$ cat src/hw/rtl/fir_rh_pkg.sv
// Shared constants and types for the ring-history FIR filter.
package fir_rh_pkg;

    // Field widths of the request and result payloads.
    localparam int SAMPLE_W    = 16;
    localparam int COEF_W      = 18;
    localparam int IDX_W       = 8;
    localparam int PROD_W      = SAMPLE_W + COEF_W;
    localparam int ACC_W       = 42;
    localparam int TAP_COUNT_W = 9;

    // Stream bus widths, padded to whole bytes.
    localparam int S_TDATA_W = 48;
    localparam int M_TDATA_W = 48;

    // Default store depth and tap count after reset.
    localparam int                     MAX_TAPS_DEFAULT = 256;
    localparam logic [TAP_COUNT_W-1:0] TAP_COUNT_RESET  = 9'd65;

    // Request kinds carried on tuser.
    localparam logic MODE_FILTER = 1'b0;
    localparam logic MODE_COEF   = 1'b1;

    // Per-cycle command from the sequencer to the multiply-accumulate unit.
    typedef struct packed {
        logic clr;    // clear the accumulator for a new sum
        logic valid;  // operands on the data inputs are a tap to add
        logic last;   // this tap closes the sum
    } mac_op_t;

endpackage

$ cat src/hw/rtl/fir_rh_mac.sv
// Shared multiply-accumulate unit: one registered product and a wrapping accumulator.
module fir_rh_mac (
    input  logic                                aclk,
    input  logic                                aresetn,
    input  fir_rh_pkg::mac_op_t                 op,
    input  logic signed [fir_rh_pkg::COEF_W-1:0]   coef,
    input  logic signed [fir_rh_pkg::SAMPLE_W-1:0] sample,
    output logic signed [fir_rh_pkg::ACC_W-1:0]    acc,
    output logic                                done
);
    import fir_rh_pkg::*;

    logic signed [PROD_W-1:0] prod_reg;
    logic signed [PROD_W-1:0] prod_next;
    logic                     prod_valid_reg;
    logic                     prod_last_reg;
    logic signed [ACC_W-1:0]  acc_reg;
    logic signed [ACC_W-1:0]  acc_next;
    logic                     done_reg;

    // Product stage, then a sign-extended add that wraps at the accumulator width.
    assign prod_next = coef * sample;
    assign acc_next  = acc_reg + {{(ACC_W-PROD_W){prod_reg[PROD_W-1]}}, prod_reg};

    // Control flags of the product stage.
    always_ff @(posedge aclk) begin
        if (!aresetn) begin
            prod_valid_reg <= 1'b0;
            prod_last_reg  <= 1'b0;
            done_reg       <= 1'b0;
        end else begin
            prod_valid_reg <= op.valid;
            prod_last_reg  <= op.valid && op.last;
            done_reg       <= prod_valid_reg && prod_last_reg;
        end
    end

    // Product and accumulator data.
    always_ff @(posedge aclk) begin
        if (op.valid) begin
            prod_reg <= prod_next;
        end
        if (op.clr) begin
            acc_reg <= '0;
        end else if (prod_valid_reg) begin
            acc_reg <= acc_next;
        end
    end

    assign acc  = acc_reg;
    assign done = done_reg;

endmodule

$ cat config.mk
export PLATFORM = sky130hd
export DESIGN_NAME = fir_rh_mac
export DESIGN_NICKNAME = d
export VERILOG_FILES = /design/src/hw/rtl/fir_rh_pkg.sv /design/src/hw/rtl/fir_rh_mac.sv
export SDC_FILE = /design/constraint.sdc
export NUM_CORES = 1
export LEC_CHECK = 0
export BUFFER_PORTS_ARGS = -buffer_cell sky130_fd_sc_hd__buf_4
export CORE_UTILIZATION = 45
export CTS_BUF_LIST = sky130_fd_sc_hd__clkbuf_8
export CTS_CLUSTER_DIAMETER = 200
export CTS_CLUSTER_SIZE = 8
export DETAILED_ROUTE_END_ITERATION = 16
export PLACE_DENSITY = 0.65
export SYNTH_ARGS = -nofsm -noshare
export SYNTH_HDL_FRONTEND = slang
export SYNTH_SLANG_ARGS = --single-unit
export TNS_END_PERCENT = 100
$ cat constraint.sdc
create_clock -name aclk -period 10 [get_ports aclk]
set_clock_uncertainty 0.1 [all_clocks]
set_input_delay 1.5 -clock aclk [delete_from_list [all_inputs] [get_ports aclk]]
set_output_delay 1.5 -clock aclk [all_outputs]
set_load 0.05 [all_outputs]
==> impl_results.md <==
- Drt drc: 0
- Post-Synth XOR/XNOR Area: 3.49%
- Via density: 5.23
- Clock sinks: 79
- Run status: finished, final reports clean
- Clock Path Buffers: 2
- Antenna-violating nets left: 0
- Layout cells sized above 1: 6.59%
- FP Rows: 68
- DRT Pass-1 Iters: 5
- Achievable Freq: roughly 130 MHz
- Fillers: 3368
- Dpl hpwl: just over 30000 um
- Final Hold Viols: 0
- Hold-fix buffers, CTS: 0
- Cells after Synth: between 1500 and 2000
- Resized cells post-CTS: 0
- GR Util All Layers: 21.7%
- Yosys reg bits: 79
- CTS root buf: clkbuf_8
- Number of DRC markers in iteration 0: slightly above 600
- Ys flop type: dfxtp_1
- IO buf count: 81
- Register area share after synthesis: between 10% and 20%
- Max-cap viol count: 0
- Distinct cells, synth: between 70 and 80
- Crit Path Class: input pin to flip-flop
- Layout Nets: 2213
- Actual slew at the worst max-slew pin: about 0.74 ns
- Die Y-Extent: approximately 190 um
- Vias in the first global route: between 10000 and 15000
- Crit share post-route: 75.7%
- EDFF count, synth: 34
- Dpl cell area: roughly 0.017 mm2
- Compound-cell area share of the yosys netlist: a little under a tenth
- Core ar.: approximately 0.035 mm2
- Initial Utilization: 45.7%
- Placed cell count: between 2000 and 2500
- Syn avg cell area: approximately 9 um2
- Max reg flops: 42
- Endpoint type of the worst setup path: flip-flop
- Syn. warnings: 0
- Asr flop ratio synth: 0%
- Die area: 0.0359 mm2
- # Post-CTS Setup Buffers: 0
- GR Overflow Total: 0
- RSZ-0062 raised after global routing: false
- Top Ports: 82
- Largest net degree at the start of global routing: between 60 and 70
- Adder-cell share of the synthesized area: a little under half
- Clock transition at path regs: around 0.08 ns
- Final Slew Violations: 0
- Simple-Gate Fraction of Synth Area: about 17%
- Crit path DAT: ~7.6 ns
- Initial antenna violation count: 0
- Worst-Skew Late Latency: 0.36 ns
- Area Growth Syn to Fin: 7.28%
- CP Launch Type: input pin
- Design area: 0.0170 mm2
- Syn Nets: around 2200
- Routed vias: roughly 12000
- Wirelength per Cell: 16.7 um
- Setup violators final: 0
- WL final: about 37000 um
- Setup WS pre-CTS: a little over 2 ns
- CTS H-tree lvls: 3
- Combinational family with the most area after synthesis: adder cells
- Setup TNS: 0 ns
- Die Span X: 189 um
- Number of diodes: 0
- Crit path max fanout: 18
- Mux cell area share after synthesis: under 10%
- Final Wtd Congestion: between 0.8 and 0.9
- Final worst slack: around 2.4 ns
- First-pass GRT wire length: approximately 62000 um
- Max_slew headroom: 50.7%
- CP required: about 10 ns
- Num CTS Buffers: 9
- Tmin final: ~7.6 ns
- Worst hold path type: flip-flop to flip-flop
- TritonCTS clock tree: built
- Layout Cells excl Fill: between 2000 and 2500
- Synthesized area: between 0.015 and 0.02 mm2
[cell usage in the layout, fill, tap and decap left out, drive strengths merged, types with 17 or more instances in the layout]
cell type    n
nand3       18
mux2i       25
a21oi       60
nor2        70
buf         82
and3        17
ha         127
fa         291
nand2b      25
o21ai       36
xor2        22
and2       141
xnor2       41
a21o        39
nand2      179
inv        345
dfxtp       45
edfxtp      34
[cell type report]
class | count | area, um2 | area share [%]
clock buffer | 9 | 124 | 0.731
clock inverter | 7 | 81.3 | 0.480
inverter | 343 | 1290 | 7.59
multi-input combinational | 1241 | 12400 | 72.9
sequential | 79 | 1920 | 11.3
tap | 455 | 569 | 3.36
timing repair buffer | 82 | 616 | 3.63
[synth_stat cells, types with 3 or more instances]
cell	number	area share [%]
a21boi_0	4	0.19
o21ai_0	32	1.0
or3_1	4	0.16
edfxtp_1	34	6.5
xor2_1	22	1.2
nand3b_1	5	0.24
nor3b_1	8	0.38
or2_2	3	0.12
a311oi_1	4	0.22
nand4_1	4	0.16
o21bai_1	6	0.29
nor2b_1	11	0.44
inv_1	343	8.1
xnor2_1	41	2.3
ha_1	127	10
nand2b_1	25	0.99
fa_1	291	37
and4_1	4	0.22
clkbuf_1	56	1.3
nor3_1	9	0.29
nand4b_1	4	0.22
nand3_1	18	0.57
dfxtp_1	45	5.7
o311ai_0	4	0.22
mux2i_1	25	1.6
a211oi_1	11	0.52
o21a_1	8	0.38
a21oi_1	59	1.9
nand2_1	179	4.3
a31oi_1	9	0.36
o21ai_1	3	0.095
a2bb2oi_1	3	0.17
buf_2	3	0.095
nor2_1	69	1.6
and3_1	16	0.63
o22ai_1	5	0.20
o31ai_1	4	0.19
a21o_1	38	1.8
and2_1	141	5.6
[critical path, stage by stage]
cell,delay (ns)
buf_4,0.19
nand2_1,0.12
inv_1,0.09
fa_1,0.65
fa_1,0.90
inv_1,0.19
fa_1,0.47
fa_1,0.54
inv_1,0.05
fa_1,0.44
fa_1,0.48
ha_1,0.39
a21oi_1,0.22
nor2b_1,0.07
o21a_1,0.17
a311oi_1,0.34
a21oi_1,0.12
a2111o_1,0.40
a21oi_2,0.15
xnor2_1,0.07
[path summary, 6_finish.rpt]
path	slack (ns)	cells after the start	from	end
max	2.43	20	sample[1]	prod_reg[33]
min	0.37	1	prod_last_reg	done
max reg2reg	6.49	12	acc[0]	acc[40]
min reg2reg	0.37	1	prod_last_reg	done
[metrics by stage]
| stage | utilization [%] | hold slack [ns] |
|---|---|---|
| 6_report | 49.1 | 0.371 |
| 5_1_grt | 49.1 | 0.403 |
| 4_1_cts | 49.1 | 0.374 |
| 3_5_place_dp | 48.5 | 0.356 |
| 3_3_place_gp | 48.5 | 0.344 |
| 2_1_floorplan | - | 0.337 |
[per-layer routing]
metal / up-vias / share of wire (%) / track usage [%]
met5: - / 0 / 0
met4: 0 / 0.99 / 3.97
met3: 30 / 6.0 / 3.34
met2: 348 / 45 / 35.5
met1: 5726 / 48 / 30.7
li1: 5487 / - / -
[cells by family (layout without fill, tap and decap cells)]
| family | Yosys count | after routing |
|---|---|---|
| mux | 27 | 27 |
| flops | 79 | 79 |
| compound gates | 220 | 220 |
| buf+inv | 405 | 441 |
| xor+xnor | 63 | 63 |
| simple gates | 513 | 513 |
| fa+ha+maj | 418 | 418 |
Power is not shown: default switching activity piles up to over one toggle a cycle in this logic, so the estimate is an artifact.
